### src/design/ffds_pkg.sv
// shared types, constants and the direction compare for the flow field direction stencil
package ffds_pkg;

   localparam int MAX_WIDTH      = 32;
   localparam int DIST_BITS      = 16;
   localparam int COL_BITS       = $clog2(MAX_WIDTH);
   localparam int ROW_BITS       = 16;
   localparam int CFG_WIDTH_BITS = 6;
   localparam int CSR_INDEX_BITS = 4;
   localparam int CSR_DATA_BITS  = 16;
   localparam int DIR_BITS       = 4;
   localparam int RSP_FIELD_BITS = COL_BITS + ROW_BITS + DIR_BITS;
   localparam int RSP_TDATA_BITS = ((RSP_FIELD_BITS + 7) / 8) * 8;
   localparam int REQ_TDATA_BITS = ((DIST_BITS + 7) / 8) * 8;

   typedef enum logic [CSR_INDEX_BITS-1:0] {
      REG_GRID_WIDTH  = 4'd0,
      REG_GRID_HEIGHT = 4'd1
   } reg_index_type;

   typedef enum logic [DIR_BITS-1:0] {
      DIR_END       = 4'd0,
      DIR_RIGHT     = 4'd1,
      DIR_LEFT      = 4'd2,
      DIR_UP        = 4'd3,
      DIR_DOWN      = 4'd4,
      DIR_UPRIGHT   = 4'd5,
      DIR_UPLEFT    = 4'd6,
      DIR_DOWNRIGHT = 4'd7,
      DIR_DOWNLEFT  = 4'd8,
      DIR_STUCK     = 4'd9
   } dir_type;

   // one column of the 3x3 window: row above, center row, row below
   typedef struct packed {
      logic [DIST_BITS-1:0] up;
      logic [DIST_BITS-1:0] mid;
      logic [DIST_BITS-1:0] dn;
   } col_type;

   // line memory word: newer row in hi, older row in lo
   typedef struct packed {
      logic [DIST_BITS-1:0] hi;
      logic [DIST_BITS-1:0] lo;
   } pair_type;

   typedef struct packed {
      logic                en;
      logic [COL_BITS-1:0] addr;
      pair_type            data;
   } mem_wr_type;

   // one column step through the window stage, from the stream or from the flush sweep
   typedef struct packed {
      logic                 flush;
      logic [COL_BITS-1:0]  pos;
      logic                 end_col;
      logic [ROW_BITS-1:0]  out_y;
      logic                 emit_ok;
      logic                 up_ok;
      logic                 dn_ok;
      logic                 mark_last;
      logic [DIST_BITS-1:0] distance;
   } item_type;

   function automatic dir_type dir_of(input col_type lft, input col_type ctr,
                                      input col_type rgt, input logic l_ok,
                                      input logic r_ok, input logic u_ok,
                                      input logic d_ok);
      logic [DIST_BITS-1:0] best;
      dir_type              code;
      best = ctr.mid;
      code = DIR_STUCK;
      if (l_ok && (lft.mid < best)) begin
         best = lft.mid;
         code = DIR_LEFT;
      end
      if (r_ok && (rgt.mid < best)) begin
         best = rgt.mid;
         code = DIR_RIGHT;
      end
      if (u_ok && (ctr.up < best)) begin
         best = ctr.up;
         code = DIR_UP;
      end
      if (d_ok && (ctr.dn < best)) begin
         best = ctr.dn;
         code = DIR_DOWN;
      end
      if (l_ok && d_ok && (lft.dn < best)) begin
         best = lft.dn;
         code = DIR_DOWNLEFT;
      end
      if (r_ok && u_ok && (rgt.up < best)) begin
         best = rgt.up;
         code = DIR_UPRIGHT;
      end
      if (l_ok && u_ok && (lft.up < best)) begin
         best = lft.up;
         code = DIR_UPLEFT;
      end
      if (r_ok && d_ok && (rgt.dn < best)) begin
         best = rgt.dn;
         code = DIR_DOWNRIGHT;
      end
      if (best == '0) begin
         code = DIR_END;
      end
      return code;
   endfunction

endpackage

### src/design/flow_field_direction_stencil.sv
// top level: raster position, frame flush sweep, configuration registers
// Takes one distance per cycle in raster order and gives each cell a direction code toward
// its smallest neighbour, or an end or stuck code. A cell's result is registered in the window
// stage and then in the result register after the input that completes its neighbourhood; an
// item that ends a row gives two results (one on a one-column grid) and holds the window stage
// for both, and the last item of a frame adds a flush sweep that reads the line memory one
// column per cycle, taking no input. Otherwise one item is taken every cycle. Both hold while
// results are taken, and input waits on register writes; the single result register and the
// one read port of the line memory set these limits. Writing either register restarts the frame.
module flow_field_direction_stencil (
   input  logic                                  clock,
   input  logic                                  reset,
   input  logic                                  req_tvalid,
   output logic                                  req_tready,
   input  logic [ffds_pkg::REQ_TDATA_BITS-1:0]   req_tdata,  // dist_req
   output logic                                  rsp_tvalid,
   input  logic                                  rsp_tready,
   output logic [ffds_pkg::RSP_TDATA_BITS-1:0]   rsp_tdata,  // cell_x, cell_y, direction
   output logic                                  rsp_tlast,  // last_of_run
   input  logic                                  csr_valid,
   output logic                                  csr_ready,
   input  logic [ffds_pkg::CSR_INDEX_BITS-1:0]   csr_index,
   input  logic [ffds_pkg::CSR_DATA_BITS-1:0]    csr_data
);
   import ffds_pkg::*;

   logic [COL_BITS-1:0]  col_pos_ff,  col_pos_in;
   logic [ROW_BITS-1:0]  row_pos_ff,  row_pos_in;
   logic [COL_BITS-1:0]  w_last_ff,   w_last_in;
   logic [ROW_BITS-1:0]  h_last_ff,   h_last_in;
   logic                 flush_ff,    flush_in;
   logic [COL_BITS-1:0]  flush_x_ff,  flush_x_in;
   logic [ROW_BITS-1:0]  flush_y_ff,  flush_y_in;
   logic                 flush_dn_ff, flush_dn_in;

   logic [COL_BITS-1:0]       c_clamp;
   logic                      end_col;
   logic                      frame_end;
   logic                      accept;
   logic                      flush_issue;
   logic                      load;
   logic                      advance;
   logic [COL_BITS-1:0]       rd_addr;
   logic [CFG_WIDTH_BITS-1:0] wv;
   item_type                  item;
   pair_type                  rd_pair;
   mem_wr_type                mem_wr;

   always_comb begin
      c_clamp     = (col_pos_ff > w_last_ff) ? w_last_ff : col_pos_ff;
      end_col     = c_clamp == w_last_ff;
      frame_end   = end_col && (row_pos_ff >= h_last_ff);
      req_tready  = advance && !flush_ff && !csr_valid;
      csr_ready   = 1'b1;
      accept      = req_tvalid && req_tready;
      flush_issue = flush_ff && advance;
      load        = accept || flush_issue;
      rd_addr     = flush_ff ? flush_x_ff : c_clamp;
      wv          = csr_data[CFG_WIDTH_BITS-1:0];

      if (flush_ff) begin
         item.flush     = 1'b1;
         item.pos       = flush_x_ff;
         item.end_col   = flush_x_ff == w_last_ff;
         item.out_y     = flush_y_ff;
         item.emit_ok   = 1'b1;
         item.up_ok     = 1'b0;
         item.dn_ok     = flush_dn_ff;
         item.mark_last = flush_x_ff == w_last_ff;
         item.distance  = '0;
      end else begin
         item.flush     = 1'b0;
         item.pos       = c_clamp;
         item.end_col   = end_col;
         item.out_y     = row_pos_ff - ROW_BITS'(1);
         item.emit_ok   = row_pos_ff != '0;
         item.up_ok     = 1'b1;
         item.dn_ok     = row_pos_ff > ROW_BITS'(1);
         item.mark_last = !frame_end;
         item.distance  = req_tdata[DIST_BITS-1:0];
      end

      col_pos_in  = col_pos_ff;
      row_pos_in  = row_pos_ff;
      w_last_in   = w_last_ff;
      h_last_in   = h_last_ff;
      flush_in    = flush_ff;
      flush_x_in  = flush_x_ff;
      flush_y_in  = flush_y_ff;
      flush_dn_in = flush_dn_ff;

      if (csr_valid) begin
         unique case (csr_index)
            REG_GRID_WIDTH: begin
               col_pos_in = '0;
               row_pos_in = '0;
               if (wv == '0) begin
                  w_last_in = '0;
               end else if (wv > CFG_WIDTH_BITS'(MAX_WIDTH)) begin
                  w_last_in = COL_BITS'(MAX_WIDTH - 1);
               end else begin
                  w_last_in = COL_BITS'(wv - CFG_WIDTH_BITS'(1));
               end
            end
            REG_GRID_HEIGHT: begin
               col_pos_in = '0;
               row_pos_in = '0;
               h_last_in  = (csr_data == '0) ? '0 : ROW_BITS'(csr_data - CSR_DATA_BITS'(1));
            end
            default: begin
            end
         endcase
      end else if (accept) begin
         if (frame_end) begin
            col_pos_in  = '0;
            row_pos_in  = '0;
            flush_in    = 1'b1;
            flush_x_in  = '0;
            flush_y_in  = row_pos_ff;
            flush_dn_in = row_pos_ff != '0;
         end else if (end_col) begin
            col_pos_in = '0;
            row_pos_in = row_pos_ff + ROW_BITS'(1);
         end else begin
            col_pos_in = c_clamp + COL_BITS'(1);
         end
      end else if (flush_issue) begin
         flush_x_in = flush_x_ff + COL_BITS'(1);
         if (flush_x_ff == w_last_ff) begin
            flush_in = 1'b0;
         end
      end
   end

   always_ff @(posedge clock) begin
      if (reset) begin
         col_pos_ff  <= '0;
         row_pos_ff  <= '0;
         w_last_ff   <= COL_BITS'(MAX_WIDTH - 1);
         h_last_ff   <= ROW_BITS'(31);
         flush_ff    <= 1'b0;
         flush_x_ff  <= '0;
         flush_y_ff  <= '0;
         flush_dn_ff <= 1'b0;
      end else begin
         col_pos_ff  <= col_pos_in;
         row_pos_ff  <= row_pos_in;
         w_last_ff   <= w_last_in;
         h_last_ff   <= h_last_in;
         flush_ff    <= flush_in;
         flush_x_ff  <= flush_x_in;
         flush_y_ff  <= flush_y_in;
         flush_dn_ff <= flush_dn_in;
      end
   end

   ffds_line_mem u_line_mem (
      .clock   (clock),
      .reset   (reset),
      .rd_en   (load),
      .rd_addr (rd_addr),
      .mem_wr  (mem_wr),
      .rd_pair (rd_pair)
   );

   ffds_window u_window (
      .clock      (clock),
      .reset      (reset),
      .load       (load),
      .item       (item),
      .rd_pair    (rd_pair),
      .advance    (advance),
      .mem_wr     (mem_wr),
      .rsp_tvalid (rsp_tvalid),
      .rsp_tready (rsp_tready),
      .rsp_tdata  (rsp_tdata),
      .rsp_tlast  (rsp_tlast)
   );

endmodule

### src/design/ffds_line_mem.sv
// line buffer memory holding the two previous rows per column, with write-to-read forwarding
module ffds_line_mem (
   input  logic                     clock,
   input  logic                     reset,
   input  logic                     rd_en,
   input  logic [ffds_pkg::COL_BITS-1:0] rd_addr,
   input  ffds_pkg::mem_wr_type     mem_wr,
   output ffds_pkg::pair_type       rd_pair
);
   import ffds_pkg::*;

   pair_type mem [MAX_WIDTH];
   pair_type rd_ff;
   pair_type fwd_data_ff;
   logic     fwd_sel_ff;

   always_ff @(posedge clock) begin
      if (mem_wr.en) begin
         mem[mem_wr.addr] <= mem_wr.data;
      end
      if (rd_en) begin
         rd_ff       <= mem[rd_addr];
         fwd_data_ff <= mem_wr.data;
      end
   end

   always_ff @(posedge clock) begin
      if (reset) begin
         fwd_sel_ff <= 1'b0;
      end else if (rd_en) begin
         fwd_sel_ff <= mem_wr.en && (mem_wr.addr == rd_addr);
      end
   end

   assign rd_pair = fwd_sel_ff ? fwd_data_ff : rd_ff;

endmodule

### src/design/ffds_window.sv
// 3x3 window stage: column shift, direction compare and result register
module ffds_window (
   input  logic                     clock,
   input  logic                     reset,
   input  logic                     load,
   input  ffds_pkg::item_type       item,
   input  ffds_pkg::pair_type       rd_pair,
   output logic                     advance,
   output ffds_pkg::mem_wr_type     mem_wr,
   output logic                     rsp_tvalid,
   input  logic                     rsp_tready,
   output logic [ffds_pkg::RSP_TDATA_BITS-1:0] rsp_tdata,
   output logic                     rsp_tlast
);
   import ffds_pkg::*;

   item_type             s1_ff;
   logic                 s1_valid_ff;
   logic                 phase_ff;
   col_type              win1_ff;
   col_type              win2_ff;
   logic                 rsp_valid_ff;
   logic [COL_BITS-1:0]  rsp_x_ff;
   logic [ROW_BITS-1:0]  rsp_y_ff;
   dir_type              rsp_dir_ff;
   logic                 rsp_last_ff;

   col_type              new_col;
   col_type              c_left;
   col_type              c_ctr;
   col_type              c_right;
   logic                 l_ok;
   logic                 r_ok;
   logic [COL_BITS-1:0]  res_x;
   logic                 need_a;
   logic                 need_b;
   logic                 is_b;
   logic                 has_res;
   logic                 final_step;
   logic                 out_free;
   logic                 push;
   logic                 retire;
   dir_type              dir;

   always_comb begin
      new_col.up  = s1_ff.distance;
      new_col.mid = rd_pair.hi;
      new_col.dn  = rd_pair.lo;
      need_a      = s1_ff.emit_ok && (s1_ff.pos != '0);
      need_b      = s1_ff.emit_ok && s1_ff.end_col;
      is_b        = phase_ff || !need_a;
      has_res     = s1_valid_ff && (need_a || need_b);
      final_step  = is_b || !need_b;
      out_free    = !rsp_valid_ff || rsp_tready;
      push        = has_res && out_free;
      retire      = s1_valid_ff && (!has_res || (push && final_step));
      advance     = !s1_valid_ff || retire;
      // second result of a row end: center is the new column, nothing to its right
      if (is_b) begin
         c_left  = win1_ff;
         c_ctr   = new_col;
         c_right = new_col;
         l_ok    = s1_ff.pos != '0;
         r_ok    = 1'b0;
         res_x   = s1_ff.pos;
      end else begin
         c_left  = win2_ff;
         c_ctr   = win1_ff;
         c_right = new_col;
         l_ok    = s1_ff.pos > COL_BITS'(1);
         r_ok    = 1'b1;
         res_x   = s1_ff.pos - COL_BITS'(1);
      end
      dir = dir_of(c_left, c_ctr, c_right, l_ok, r_ok, s1_ff.up_ok, s1_ff.dn_ok);
      mem_wr.en      = retire && !s1_ff.flush;
      mem_wr.addr    = s1_ff.pos;
      mem_wr.data.hi = s1_ff.distance;
      mem_wr.data.lo = rd_pair.hi;
   end

   always_ff @(posedge clock) begin
      if (reset) begin
         s1_valid_ff  <= 1'b0;
         phase_ff     <= 1'b0;
         rsp_valid_ff <= 1'b0;
      end else begin
         if (advance) begin
            s1_valid_ff <= load;
         end
         if (retire) begin
            phase_ff <= 1'b0;
         end else if (push) begin
            phase_ff <= 1'b1;
         end
         if (push) begin
            rsp_valid_ff <= 1'b1;
         end else if (rsp_tready) begin
            rsp_valid_ff <= 1'b0;
         end
      end
   end

   always_ff @(posedge clock) begin
      if (advance && load) begin
         s1_ff <= item;
      end
      if (retire) begin
         win2_ff <= win1_ff;
         win1_ff <= new_col;
      end
      if (push) begin
         rsp_x_ff    <= res_x;
         rsp_y_ff    <= s1_ff.out_y;
         rsp_dir_ff  <= dir;
         rsp_last_ff <= final_step && s1_ff.mark_last;
      end
   end

   assign rsp_tvalid = rsp_valid_ff;
   assign rsp_tlast  = rsp_last_ff;
   assign rsp_tdata  = {{(RSP_TDATA_BITS - RSP_FIELD_BITS){1'b0}},
                        rsp_dir_ff, rsp_y_ff, rsp_x_ff};

endmodule
### config.mk
export PLATFORM = sky130hd
export DESIGN_NAME = flow_field_direction_stencil
export DESIGN_NICKNAME = d
export VERILOG_FILES = /design/src/design/ffds_pkg.sv /design/src/design/flow_field_direction_stencil.sv /design/src/design/ffds_line_mem.sv /design/src/design/ffds_window.sv
export SDC_FILE = /design/constraint.sdc
export NUM_CORES = 2
export LEC_CHECK = 0
export BUFFER_PORTS_ARGS = -buffer_cell sky130_fd_sc_hd__buf_2
export CELL_PAD_IN_SITES_DETAIL_PLACEMENT = 1
export CELL_PAD_IN_SITES_GLOBAL_PLACEMENT = 1
export CORE_MARGIN = 5
export CORE_UTILIZATION = 34
export DETAILED_ROUTE_END_ITERATION = 16
export HOLD_SLACK_MARGIN = 0.1
export PLACE_DENSITY_LB_ADDON = 0.1
export SYNTH_ARGS = -nofsm -noshare
export SYNTH_HDL_FRONTEND = slang
export SYNTH_SLANG_ARGS = --single-unit
### constraint.sdc
create_clock -name clock -period 33.6 [get_ports clock]
set_clock_uncertainty 0.1 [all_clocks]
set_input_delay 5.04 -clock clock [delete_from_list [all_inputs] [get_ports clock]]
set_output_delay 5.04 -clock clock [all_outputs]
set_load 0.01 [all_outputs]
==> flow_summary.ini <==
[setup_path]
critPathLaunchType = flip-flop
criticalPathCategory = reg2reg
worst_setup_path_end_kind = flip-flop
startpoint = u_window.mem_wr[32]
worstReg2RegEnd = u_window.rsp_dir_ff[2]
cpMostUsedCell = a21oi_1
crit_arrival_ns = 25.39
worstPathRequired_ns = 34.01
max_stage_delay_ns = 0.89
r2r-start = u_window.mem_wr[32]
rrSetupSlack_ns = 8.63
endpoint = u_window.rsp_dir_ff[2]
ff2ff_path_depth = 103
cp_slowest_cell = and2_1
worstPathMaxFanout = 59

[timing]
hold_viol = 0
worst_slack_ns = 8.63
setup_tns_ns = 0
slew_viol_final = 0
tightest_slew_ns = 1.24
layout_worst_path_cycle_share_pct = 74.3
fin_crit_ns = 24.97
finalSetupViolations = 0
slew_headroom_pct = 17.4
fmax_mhz = 40.0
rsz0062_at_grt = false

[finish]
stdcell_area_um2 = 65700
drive_gt1_share_pct = 18.6
fin_util_pct = 38.9
syn2layout_area_growth_pct = 14.0
ff_latch_area_um2 = 39000
final.fill_count = 17002
fin_nets = 4045
multi_input_area_um2 = 17700

[synthesis]
synth-seq-area-share_pct = 67.7
synth_commonest_cells = edfxtp_1, nand2_1, mux4_2
synth_top_area_cell = edfxtp_1
netlist_area_um2 = 57600
synth_top_cell_area_share_pct = 65.3
synthArstFlopShare_pct = 0
synth_area_leaders = edfxtp_1, mux4_2, ha_1, nand2_1, dfxtp_1
postSynthAreaPerCell_um2 = 15.4
synth_ff_type = edfxtp_1
synth_cell_type_count = 100
synthCells = 3748
synth_edf_count = 1253
ys_warn_count = 0
ys_seq_elements = 1322
yosysMostFrequentCell = edfxtp_1

[floorplanning]
initial_core_util_pct = 34.1
dieArea_um2 = 178000
die_w_um = 422
die_h_um = 422
io_pins = 77
placement_rows = 151
core_um2 = 169000

[placement]
place_ws_ns = 8.81
place_area_um2 = 61000
gp_congestion = 0.784
dp_hpwl_um = 100000
numPortBuffers = 68

[global_routing]
grt_usage_pct = 19.4
antenna_found_initial = 12
grt_pass1_wl_um = 252000
grt_pass1_vias = 34922
overflow = 0
grt_max_degree = 117

[power_and_ir_drop]
leakage_nw = 21.7
ir_worst_vdd_v = 0.0000492
power_w = 0.00377
power.density_nw_per_um2 = 57.4

[cts]
clk_path_buf_depth = 3
post_cts_resize_count = 0
cts_inserted_buffers = 151
htreeDepth = 4
tritoncts = yes
clockRootBuffer = clkbuf_16
holdBufCountCts = 0
clock_latency_ns = 0.77
path_clk_slew_ns = 0.06
cts.sinks = 1322
cts_setup_buffers = 0

[route]
finalWirelength_um = 175000
drt_iter0_markers = 2984
vias_per_cell = 5.36
firstDrtPassIters = 5
detail-route-antenna-nets = 0
drc = 0
routedWlPerCell_um = 28.2
via_count = 33250

[worst_hold_path]
hold_class = reg2reg

[run_status]
status = finished, final reports clean

[run]
drv_cap = 0
[worst min-delay path by stage]
stage                                  start              endpoint  slack (ns)  depth (start not counted)
after CTS                 u_window.s1_ff[22]  u_window.rsp_y_ff[2]        0.32                          0
after global routing      u_window.s1_ff[22]  u_window.rsp_y_ff[2]        0.33                          0
after floorplan           u_window.s1_ff[20]  u_window.rsp_y_ff[0]        0.30                          0
final                     u_window.s1_ff[22]  u_window.rsp_y_ff[2]        0.32                          0
after detailed placement  u_window.s1_ff[22]  u_window.rsp_y_ff[2]        0.31                          0
after global placement    u_window.s1_ff[22]  u_window.rsp_y_ff[2]        0.31                          0
[stage by stage]
step	hold slack, ns	std cells
final	0.319	6201
after global routing	0.334	6199
after CTS	0.321	6199
after detailed placement	0.306	5928
after global placement	0.306	5928
after floorplan	0.300	3754
[worst max-delay path, delay by kind of cell, from the launching register on]
kind	cells	cell delay (ns)
mux	3	1.03
buf+inv	9	2.42
fa+ha+maj	9	2.60
flops	1	0.45
compound gates	47	10.14
simple gates	35	7.91
[cell usage in the layout (no fill, tap or decap), types with 17 or more instances in the layout]
| master | netlist | final |
|---|---|---|
| nor3_1 | 24 | 24 |
| a311oi_1 | 17 | 17 |
| nand3_1 | 113 | 113 |
| mux2i_1 | 82 | 80 |
| buf_2 | 7 | 68 |
| edfxtp_1 | 1253 | 1253 |
| nand2b_1 | 31 | 31 |
| nor2_1 | 200 | 166 |
| nor2_4 | 1 | 34 |
| ha_1 | 141 | 141 |
| o31ai_1 | 20 | 20 |
| nand2_1 | 439 | 438 |
| dfxtp_1 | 69 | 67 |
| clkinv_1 | 0 | 27 |
| a211oi_1 | 18 | 17 |
| mux4_2 | 256 | 256 |
| mux2_2 | 42 | 39 |
| clkbuf_1 | 148 | 44 |
| xnor2_1 | 24 | 24 |
| inv_1 | 112 | 108 |
| nand4_1 | 46 | 46 |
| clkbuf_16 | 0 | 151 |
| clkinv_2 | 0 | 24 |
| a21o_1 | 49 | 49 |
| nor4_1 | 23 | 23 |
| o21ai_0 | 105 | 105 |
| nor2b_1 | 32 | 31 |
| xor2_1 | 21 | 21 |
| buf_4 | 12 | 88 |
| a21oi_1 | 206 | 206 |
[per-layer routing]
metal  GRT usage [%]  vias up  wire length (um)
met4            4.46        0              3560
met5               0        -                 0
li1                -    14815                 -
met3            3.34      179              8780
met2            31.4      720             81700
met1            27.5    17536             80700
[sequential cells by signal, indices dropped and copies added (netlist names), 16 cells and up]
register,cells
u_window.win1_ff,48
u_window.win2_ff,48
flush_y_ff,16
row_pos_ff,16
u_window.rsp_y_ff,16
u_line_mem.mem,1024
u_window.s1_ff,22
u_line_mem.rd_ff,32
u_line_mem.fwd_data_ff,32
u_window.mem_wr,21
h_last_ff,16
[power by group]
| part | internal [W] | total [W] | switching (W) |
|---|---|---|---|
| registers | 0.00181 | 0.00181 | 0.00000522 |
| clock network | 0.000876 | 0.00156 | 0.000684 |
| logic | 0.000148 | 0.000398 | 0.000250 |
[cell type report]
type	count	area share, %
diodes	2	0.00762
flip-flops and latches	1322	59.4
inverters	113	0.659
repair buffers	161	1.68
clock inverters	73	1.02
well taps	2218	4.23
clock buffers	198	6.07
multi-input cells	2114	26.9
[cells by family (layout without fill, tap and decap cells)]
logic type / count (synthesis) / count (layout) / share of synthesized area [%]
DFF: 1322 / 1322 / 67.7
and+or+nand+nor: 973 / 973 / 7.69
AOI/OAI and AO/OA: 559 / 559 / 6.22
muxes: 385 / 385 / 12.4
buffers and inverters: 318 / 545 / 2.18
adders and majority gates: 144 / 144 / 3.12
xor gates and xnor gates: 45 / 45 / 0.684
other: 2 / 10 / 0.0130
Power figures use the tool's default switching activity.
